==> src/rtl/core/stick_radial_soft_cap_assert.svh <==
// assertion macros used by stick_radial_soft_cap.sv
`ifndef STICK_RADIAL_SOFT_CAP_ASSERT_SVH
`define STICK_RADIAL_SOFT_CAP_ASSERT_SVH

// same-cycle implication on i_clk, quiet while i_rst_n is low
`define SRSC_ASSERT_NOW(label, ante, cons) \
    label: assert property (@(posedge i_clk) disable iff (!i_rst_n) (ante) |-> (cons)) \
        else $error("srsc assertion failed");

// next-cycle implication on i_clk, quiet while i_rst_n is low
`define SRSC_ASSERT_NEXT(label, ante, cons) \
    label: assert property (@(posedge i_clk) disable iff (!i_rst_n) (ante) |=> (cons)) \
        else $error("srsc assertion failed");

`endif

==> src/rtl/core/srsc_pkg.sv <==
package srsc_pkg;

    localparam int XW         = 16;
    localparam int CAP_W      = 25;
    localparam int SUM_W      = 32;
    localparam int SQ_W       = 48;
    localparam int CSQ_W      = 50;
    localparam int MAG_W      = 24;
    localparam int PROD_W     = 41;
    localparam int NUM_W      = 42;
    localparam int DEN_W      = 25;
    localparam int Q_W        = 17;
    localparam int SQRT_STEPS = 24;
    localparam int DIV_STEPS  = 17;

    // one slot of the square root chain
    typedef struct packed {
        logic                 valid;
        logic                 apply;
        logic signed [XW-1:0] x;
        logic signed [XW-1:0] y;
        logic [PROD_W-1:0]    px;
        logic [PROD_W-1:0]    py;
        logic [SQ_W-1:0]      rem;
        logic [SQ_W-1:0]      root;
    } t_sqrt;

    // one slot of the divide chain, both axes share the divisor
    typedef struct packed {
        logic                 valid;
        logic                 apply;
        logic signed [XW-1:0] x;
        logic signed [XW-1:0] y;
        logic [DEN_W-1:0]     d;
        logic [NUM_W-1:0]     rx;
        logic [NUM_W-1:0]     ry;
        logic [Q_W-1:0]       qx;
        logic [Q_W-1:0]       qy;
    } t_div;

endpackage

==> src/rtl/core/srsc_sqrt_cell.sv <==
module srsc_sqrt_cell #(
    parameter int BitPos = 46
) (
    input  logic           i_clk,
    input  logic           i_rst_n,
    input  logic           i_en,
    input  srsc_pkg::t_sqrt i_cell,
    output srsc_pkg::t_sqrt o_cell
);
    import srsc_pkg::*;

    localparam logic [SQ_W-1:0] StepBit = SQ_W'(1) << BitPos;

    logic [SQ_W-1:0] trial;
    t_sqrt           n_cell;
    t_sqrt           r_cell;

    // one digit of the restoring root
    always_comb begin
        n_cell = i_cell;
        trial  = i_cell.root + StepBit;
        if (i_cell.rem >= trial) begin
            n_cell.rem  = i_cell.rem - trial;
            n_cell.root = (i_cell.root >> 1) + StepBit;
        end else begin
            n_cell.root = i_cell.root >> 1;
        end
    end

    always_ff @(posedge i_clk) begin
        if (!i_rst_n) begin
            r_cell.valid <= 1'b0;
        end else if (i_en) begin
            r_cell <= n_cell;
        end
    end

    assign o_cell = r_cell;

endmodule

==> config.mk <==
export PLATFORM = sky130hd
export DESIGN_NAME = srsc_sqrt_cell
export DESIGN_NICKNAME = d
export VERILOG_FILES = /design/src/rtl/core/stick_radial_soft_cap_assert.svh /design/src/rtl/core/srsc_pkg.sv /design/src/rtl/core/srsc_sqrt_cell.sv
export SDC_FILE = /design/constraint.sdc
export NUM_CORES = 1
export LEC_CHECK = 0
export BUFFER_PORTS_ARGS = -buffer_cell sky130_fd_sc_hd__clkbuf_2
export CAP_MARGIN = 20
export CORE_AREA = 2 2 165 167
export CTS_BUF_LIST = sky130_fd_sc_hd__clkbuf_4
export DETAILED_ROUTE_END_ITERATION = 8
export DIE_AREA = 0 0 167 169
export PLACE_DENSITY = 0.75
export SYNTH_ARGS = -nofsm -noshare
export SYNTH_HDL_FRONTEND = slang
export SYNTH_SLANG_ARGS = --single-unit
==> constraint.sdc <==
create_clock -name i_clk -period 15.1 [get_ports i_clk]
set_input_delay 0.755 -clock i_clk [delete_from_list [all_inputs] [get_ports i_clk]]
set_output_delay 0.755 -clock i_clk [all_outputs]
set_load 0.02 [all_outputs]
### Word-level counts from Yosys, hierarchy flattened

Cells that the tools add are included.

| word-level totals | value |
|---|---|
| bits in registers | 212 |
| latch bits | 0 |
| RAM bits | 0 |
| ROM bits | 0 |
| bits of input ports | 215 |
| output and inout port bits | 212 |
| word-level logic and storage cells | 16 |
| memories kept | 0 |

| operators by class | value |
|---|---|
| $add $sub $neg | 3 |
| $mul | 0 |
| div/mod/pow operators | 0 |
| $lt $le $gt $ge | 1 |
| equality and inequality tests | 0 |
| shift operators | 0 |
| muxes and demuxes | 2 |
| bitwise gates (word level) | 0 |
| reductions and logical operators | 1 |

Operator list:

| operator | count |
|---|---|
| $add 47x47->48 const B | 1 |
| $add 48x47->48 const B | 1 |
| $ge 48x48->1 | 1 |
| $mux 48 | 1 |
| $sub 48x48->48 | 1 |
| $mux 47 | 1 |
| $reduce_and 2->1 | 1 |

### Depth between registers and ports, before layout

Gate-level depths: netlist (run 1).

| logic depth | value |
|---|---|
| word-level depth | 3 |
| mapped depth | 13 |
| gate-level depth less buffers | 12 |

### Least setup slack after synthesis (run 1)

OpenSTA, ideal clock, no wires.

| timing | value |
|---|---|
| kind | input to register |
| start point | in i_en |
| end point | reg r_cell, in the netlist o_cell[0] (enable) |
| arrival time | 5.538 ns |
| required time | 14.503 ns |
| path slack | 8.966 ns |
| stages | 1 |
| path buffers | 0 |
| path through | and2_1 |

| between the ends | value |
|---|---|
| cells in the longest elaborated chain, start to end | 1 |

Ends and longest elaborated chain:

| what | RTL line | RTL |
|---|---|---|
| start: declaration | srsc_sqrt_cell.sv:6 | `input logic i_en,` |
| $reduce_and 2->1 (no source line) | -- |  |
| end signal: assignment | srsc_sqrt_cell.sv:34 | `r_cell <= n_cell;` |
| end: declaration | srsc_sqrt_cell.sv:16 | `t_sqrt r_cell;` |

No other way between the ends.
A chain may end at the register's enable or synchronous reset.

==> flow_summary.ini, run 1 <==
[sta]
slew_violations = 0
hold_viol = 0
setup_violations = 0
max_freq_mhz = 260.4
slew_headroom_pct = 31.98
fin_crit_sh_pct = 25.43
setup_slack_ns = 11.26
fin_tns_setup_ns = 0
clock_skew_ns = 0
grt_setup_unrepaired = false
worst_slew_pin_slew_ns = 1.020
post-route-min-period_ns = 3.840

[synthesis]
ys.warnings.count = 0
async_flop_share_pct = 0
synth_cell_types = 79
netlist_instances = 782
synth_top_area_cell = edfxtp_1
syn_area_per_cell_um2 = 12.83
synthTopCellsByArea = edfxtp_1 (63%), ha_1 (6.0%), a21oi_1 (4.0%)
syn_area_mm2 = 0.01003
synth_top_area_share_pct = 63.17
ys_seq_area_share_pct = 63.37
synth-main-ff-cell = edfxtp_1
synth_nets = 1046
ys_ff_latch = 212
synth-edff-count = 211

[finish]
final_util_pct = 49.71
largest_register_ff_count = 212
syn_to_final_growth_pct = 31.35
final_common_cell = clkbuf_2
final_cell_mix = clkbuf_2 (426), edfxtp_1 (211), a21oi_1 (81)
drive_gt1_share_pct = 41.80
final_nets = 1511
fillers = 2395
final_area_mm2 = 0.01317

[power_and_ir_drop]
intPower_uw = 1050
p_sw_uw = 465.3
p_leak_uw = 0.005925
power_frac_seq_pct = 47.2
peakVddDrop_mv = 0.06489
netSwitchingFraction_pct = 30.71
powerDensity_mw_per_mm2 = 115.0
pwr-share-comb_pct = 21.3
clockPowerShare_pct = 31.5

[worst_setup_path]
cp_max_fo = 43
crit_arrival_ns = 4.25
cp-start-kind = input pin
critPathCaptureType = flip-flop
required_ns = 15.51
critPathKind = input pin to flip-flop

[place]
placed_area_mm2 = 0.01247
finalWeightedCongestion = 0.8972
hpwl_um = 24720
pre_cts_ws_ns = 10.52
portBuffers = 426

[floorplanning]
ios = 427
die_w_um = 167
start_util_pct = 37.85
dieHeight_um = 169
dieArea_mm2 = 0.02822
core_mm2 = 0.02650
rows = 60

[clock_tree]
post-cts-setup-buffer-count = 0
clock_sinks = 212
clock_path_buffers = 3
ctsHoldBuffers = 0
htree_levels = 2
cts_root_buffer = clkbuf_4
cts_buffers = 56
cts_resized = 0
clk_pin_slew_worst_paths_ns = 0.07
cts_tree = done
clock_latency_ns = 0.69

[global_routing]
grt_util_all_layers_pct = 21.20
grt-ovfl-total = 0
antenna_found_initial = 5
grt_pass1_vias = 8159
grt_pass1_wl_um = 45910
grt_max_degree = 91

[drt]
wl_per_cell_um = 19.32
drtIter0Drc = 502
drc = 0
viasPerCell = 5.039
num_vias = 8238
drt_wl_total_um = 31580
firstDrtPassIters = 6
postRouteAntennaNets = 0

[worst_hold_path]
hp-class = input pin to flip-flop

[job]
maxCapViolations = 0

[status]
status = completed
-- Yosys cell counts (all sizes together) (10+ instances only) --
cell type / n
a21o: 25
a21oi: 83
buf: 20
edfxtp: 211
ha: 48
inv: 67
nand2: 53
nor2: 58
nor3: 12
o21ai: 40
o21bai: 10
xnor2: 20
xor2: 17
-- power by group through the flow --
stage                     logic (µW)  registers [µW]  clock network [µW]
after floorplan                  150             789                   0
after global placement           316             727                   0
after detailed placement         321             728                   0
after CTS                        323             716                 496
after global routing             351             719                 522
final                            322             715                 478
-- layout make-up --
| class | instances | area, µm² | share of cell area (%) |
|---|---|---|---|
| Inverter | 67 | 251.5 | 1.909 |
| Clock inverter | 28 | 116.4 | 0.8833 |
| Sequential cell | 212 | 6356 | 48.25 |
| Tap cell | 341 | 426.7 | 3.239 |
| Timing Repair Buffer | 430 | 2175 | 16.51 |
| Antenna cell | 2 | 5.005 | 0.03799 |
| Clock buffer | 75 | 563.0 | 4.274 |
| Multi-Input combinational cell | 480 | 3281 | 24.90 |
-- final timing paths --
kind | from | end | slack, ns | depth (start not counted)
max | i_cell[10] | o_cell[59] | 11.26 | 12
min | i_cell[157] | o_cell[157] | 0.23 | 1
max reg2reg | o_cell[211] | o_cell[211] | 14.51 | 2
min reg2reg | o_cell[211] | o_cell[211] | 0.53 | 2
-- metrics by stage --
step                cells  hold WS [ns]  total power, µW
floorplan             782        0.5893            939.1
global placement     1529        0.5012             1044
detailed placement   1529        0.5168             1050
finish               1635        0.2335             1515
global route         1634        0.1831             1591
CTS                  1632        0.1664             1535
-- worst max-delay path, stage by stage --
cell and delay (ns):
clkbuf_2 0.09, inv_1 0.04, ha_1 0.45, nand2_2 0.13
nor4_4 0.36, a21boi_2 0.27, or2_4 0.17, a21oi_2 0.09
o31a_4 0.35, a21oi_4 0.63, buf_4 0.51, mux2_2 0.38
-- cells by family (layout without fill, tap and decap cells) --
kind of cell             Yosys count  in the layout  share of synthesized area [%]
multiplexers                       3              3                         0.3243
other                              0              2                              0
buffers and inverters             90            600                          3.942
XOR/XNOR                          37             37                          3.231
adder cells (fa/ha/maj)           49             49                          6.188
flip-flops                       212            212                          63.37
AO/OA/AOI/OAI                    221            221                          14.78
AND/OR/NAND/NOR                  170            170                          8.159
-- routing by layer --
metal | up-vias | wire length [µm] | track usage (%)
met5 | - | 40 | 0
met4 | 6 | 1064 | 8.321
met3 | 73 | 2623 | 6.453
met2 | 384 | 15590 | 36.27
met1 | 3882 | 12270 | 25.06
li1 | 3893 | - | -
Power figures use the tool's default switching activity.
==> run 2, diff against run 1 <==
clock period = 3.7 ns   (was 15.1 ns; I/O delays follow)
==> run 2 against run 1 <==
Effect of this change:
- non-clock buffer count increased by 217
- final area increased by 17%
- hold slack lost 0.039 ns
- count of clock-buffer cells in the layout up 11
- die area unchanged
- setup slack got worse by 11 ns
- cell count grew 13%
- wire length is 15% higher
- utilization up 8.4 points
==> flow_summary.ini, run 2 (synthesis gave the netlist of run 1 again) <==
[global_routing]
grt_pass1_wl_um = 53950
grt_pass1_vias = 9468
grt-ovfl-total = 0
grt_max_degree = 93
grt_util_all_layers_pct = 24.85
antenna_found_initial = 4

[sta]
post-route-min-period_ns = 3.553
clock_skew_ns = 0
fin_tns_setup_ns = 0
worst_slew_pin_slew_ns = 0.6892
setup_slack_ns = 0.1471
hold_viol = 0
max_freq_mhz = 281.5
setup_violations = 0
fin_crit_sh_pct = 96.02
slew_headroom_pct = 53.57
slew_violations = 0
grt_setup_unrepaired = false

[finish]
fillers = 2126
final_cells = 1854
ff_latch_area_mm2 = 0.006356
final_area_mm2 = 0.01541
syn_to_final_growth_pct = 53.67
multi_input_area_mm2 = 0.003281
largest_register_ff_count = 212
final_common_cell = clkbuf_2
final_cell_mix = clkbuf_2 (426), dlygate4sd3_1 (214), edfxtp_1 (211)
drive_gt1_share_pct = 36.85
final_nets = 1731

[drt]
drtIter0Drc = 634
drc = 0
num_vias = 9147
firstDrtPassIters = 5
viasPerCell = 4.934
postRouteAntennaNets = 0
drt_wl_total_um = 36170
wl_per_cell_um = 19.51

[power_and_ir_drop]
peakVddDrop_mv = 0.2828
power_uw = 6588
p_leak_uw = 0.006886
powerDensity_mw_per_mm2 = 427.5

[worst_setup_path]
cp-start-kind = input pin
worst-path-buf-inv = 5
critPathKind = input pin to flip-flop
required_ns = 4.12
worstPathCellList = dlygate4sd3_1 > clkbuf_2 > inv_1 > ha_1 > nand2_2 > nor4_4 > a21boi_2 > or2_4 > a21oi_2 > o31a_4 > a21oi_4 > buf_4 > a21oi_1 > dlygate4sd3_1
cp_max_fo = 16
max_stage_delay_ns = 0.55
cpMostUsedCell = dlygate4sd3_1
cp_top_family = buffers and inverters
crit_slowest_cell = dlygate4sd3_1
crit_arrival_ns = 3.97
critPathCaptureType = flip-flop

[place]
placed_area_mm2 = 0.01254
pre_cts_ws_ns = 0.3825
placedCellCount = 1533
finalWeightedCongestion = 0.8525
hpwl_um = 24790
portBuffers = 426

[clock_tree]
clock_latency_ns = 0.68
htree_levels = 2
clock_sinks = 212
cts_root_buffer = clkbuf_4
clk_pin_slew_worst_paths_ns = 0.07
cts_tree = done
cts_resized = 0
cts_buffers = 59
clock_path_buffers = 3

[job]
maxCapViolations = 0

[floorplanning]
ios = 427
rows = 60
start_util_pct = 37.85
dieHeight_um = 169
dieArea_mm2 = 0.02822
core_mm2 = 0.02650
die_w_um = 167

[status]
status = completed

[worst_hold_path]
hp-class = input pin to flip-flop
==> run 2: power by group <==
part           switching, µW  internal [µW]
logic                    920            629
registers               55.8           2870
clock network           1050           1070
total                   2020           4560
==> run 2: worst paths after layout <==
path | cells past startpoint | startpoint | slack (ns) | end
max | 14 | i_cell[10] | 0.15 | o_cell[48]
min | 4 | i_cell[0] | 0.19 | o_cell[49]
min reg2reg | 3 | o_cell[211] | 1.16 | o_cell[211]
max reg2reg | 3 | o_cell[211] | 2.46 | o_cell[211]
==> run 2: cell type report <==
class / count / share of cell area, %
Timing Repair Buffer: 647 / 28.32
Tap cell: 341 / 2.768
Clock inverter: 17 / 0.5033
Multi-Input combinational cell: 480 / 21.29
Inverter: 67 / 1.632
Clock buffer: 86 / 4.189
Antenna cell: 4 / 0.06495
Sequential cell: 212 / 41.24
==> run 2: per-layer routing <==
layer	global-route usage, %	part of all wire [%]	vias up
li1	-	-	4327
met1	28.72	38	4323
met2	42.87	50	405
met3	6.383	7.0	92
met4	12.52	4.7	0
met5	0	0	-
==> run 2: what timing repair did <==
action	CTS	global route
hold buffers	214	0
buffers inserted	0	0
hold endpoints to repair	219	0
==> run 2: through the flow <==
stage	utilization, %	hold slack (ns)
after global placement	47.31	0.3622
final	58.16	0.1945
after CTS	58.12	0.1171
after global routing	58.16	0.1396
after floorplan	-	0.2839
after detailed placement	47.31	0.3636
==> run 2: worst register-to-register path: stages, from the launching register on <==
cell           delay, ns
dfxtp_1             0.31
mux2i_1             0.17
nor2b_1             0.08
dlygate4sd3_1       0.57
==> run 3, diff against run 2 <==
CELL_PAD_IN_SITES_DETAIL_PLACEMENT = 2   (was unset)
CELL_PAD_IN_SITES_GLOBAL_PLACEMENT = 2   (was unset)
CORE_AREA = unset   (was 2 2 165 167)
CORE_UTILIZATION = 31   (was unset)
DIE_AREA = unset   (was 0 0 167 169)
PLACE_DENSITY = 0.92   (was 0.75)
==> run 3 against run 2 <==
Effect of this change:
- the run now ends with negative setup slack left
- clock power up 19%
- setup slack worse by 0.16 ns
- largest cell class unchanged
- flip-flop and latch count unchanged
- wire length up 63%
- critical path type unchanged
- largest power group unchanged
- critical path depth unchanged
- critical endpoint unchanged
- cell count up 3.8%
- count of clock-buffer cells in the layout up 4
==> flow_summary.ini, run 3 (synthesis gave the netlist of run 1 again) <==
[status]
status = finished, violations left
violations = negative setup slack

[finish]
drive_gt1_share_pct = 36.96
final_nets = 1731
final_cells = 1925
final_area_mm2 = 0.01555
final_common_cell = clkbuf_2
final_cell_mix = clkbuf_2 (426), dlygate4sd3_1 (213), edfxtp_1 (211)
syn_to_final_growth_pct = 55.03
multi_input_area_mm2 = 0.003291
largest_register_ff_count = 212
fillers = 3223
ff_latch_area_mm2 = 0.006356

[place]
pre_cts_ws_ns = 0.2219
finalWeightedCongestion = 0.8269
hpwl_um = 31530
portBuffers = 426
placedCellCount = 1593
placed_area_mm2 = 0.01262

[clock_tree]
clock_sinks = 212
post-cts-setup-buffer-count = 0
cts_root_buffer = clkbuf_4
clock_path_buffers = 3
cts_tree = done
cts_buffers = 61
clk_pin_slew_worst_paths_ns = 0.11
clock_latency_ns = 0.73
htree_levels = 2

[floorplanning]
dieArea_mm2 = 0.03308
die_w_um = 181.9
core_mm2 = 0.03172
dieHeight_um = 181.9
ios = 427
rows = 65
start_util_pct = 31.62

[worst_setup_path]
r2r_cells = 3
cpMostUsedCell = dlygate4sd3_1
max_stage_delay_ns = 0.60
r2r-end = o_cell[211]
required_ns = 4.19
r2r_setup_slack_ns = 2.54
cp-start-kind = input pin
critPathKind = input pin to flip-flop
worstReg2RegStart = o_cell[211]
worst-path-buf-inv = 5
cp_top_family = buffers and inverters
worstPathCellList = dlygate4sd3_1 > clkbuf_2 > inv_1 > ha_1 > a21o_1 > nor4_1 > a221o_1 > o221ai_1 > a311oi_2 > a21oi_4 > buf_12 > nor2_1 > a21oi_1 > dlygate4sd3_1
critPathCaptureType = flip-flop
cp_max_fo = 43
crit_arrival_ns = 4.21
crit_slowest_cell = dlygate4sd3_1

[sta]
setup_slack_ns = -0.01761
slew_headroom_pct = 29.99
post-route-min-period_ns = 3.718
grt_setup_unrepaired = false
fin_tns_setup_ns = -0.01761
clock_skew_ns = 0
slew_violations = 0
hold_viol = 0
worst_slew_pin_slew_ns = 1.039
setup_violations = 1
max_freq_mhz = 269.0
fin_crit_sh_pct = 100.5

[worst_hold_path]
min_path_cells = 2
hold_start = i_cell[97]
holdPathEnd = o_cell[97]
hp-class = input pin to flip-flop

[drt]
drt_wl_total_um = 58970
wl_per_cell_um = 30.64
postRouteAntennaNets = 0
viasPerCell = 5.376
drtIter0Drc = 808
num_vias = 10350
firstDrtPassIters = 5
drc = 0

[power_and_ir_drop]
peakVddDrop_mv = 0.2138
power_uw = 7274
powerDensity_mw_per_mm2 = 467.8
p_leak_uw = 0.006905

[global_routing]
grt_pass1_vias = 11800
grt_max_degree = 98
grt_pass1_wl_um = 83830
grt-ovfl-total = 0
antenna_found_initial = 9
grt_util_all_layers_pct = 35.02

[job]
maxCapViolations = 0
-- run 3: cell types whose count changed in the layout (fill, tap and decap cells not counted), moves of 2 or more --
cell and delta:
buf_4 -2, clkbuf_4 +4, clkinv_1 +5, diode_2 +4
-- run 3: worst max-delay path by stage --
stage                     startpoint  cells past startpoint  slack, ns         end
final                     i_cell[39]                     14      -0.02  o_cell[48]
after global routing      i_cell[39]                     14       0.01  o_cell[48]
after CTS                 i_cell[21]                     13       0.39  o_cell[48]
after detailed placement   i_cell[1]                     12       0.22  o_cell[95]
after global placement    i_cell[10]                     12       0.38  o_cell[91]
after floorplan              i_rst_n                      1       0.47   o_cell[0]
-- run 3: layout make-up --
type	instances	area share, %
tap	402	3.235
antenna	8	0.1288
inverter	67	1.617
multi-input combinational	480	21.16
timing repair buffer	645	28.04
sequential	212	40.88
clock buffer	90	4.345
clock inverter	21	0.5955
-- run 3: worst reg2reg max path, delay by kind of cell (launching register included) --
family	cells	cell delay, ns
buf+inv	1	0.55
simple gates	1	0.06
mux	1	0.12
flops	1	0.32
-- run 3: metal layers --
layer	up-vias	track usage (%)	wire (µm)
met4	6	24.61	4439
li1	4317	-	-
met5	-	0	47
met2	664	61.88	29560
met3	232	9.587	4326
met1	5129	35.90	20600
-- run 3: metrics by stage --
stage                     hold slack [ns]  util (%)
after floorplan                    0.2839         -
after global placement             0.3620     39.78
after detailed placement           0.3638     39.78
after CTS                         0.04654     48.93
after global routing              0.08524     49.01
final                              0.1366     49.02
-- run 3: timing repair --
item                       CTS  global route
hold endpoints to repair   212             0
setup endpoints to repair    0             2
hold buffers               213             0
resized for setup            0             3
-- run 3: power breakdown --
group	switching (µW)	leakage [µW]	internal, µW
combinational	1140	0.00445	638
sequential	98.2	0.00199	2870
clock	1410	0.000460	1120
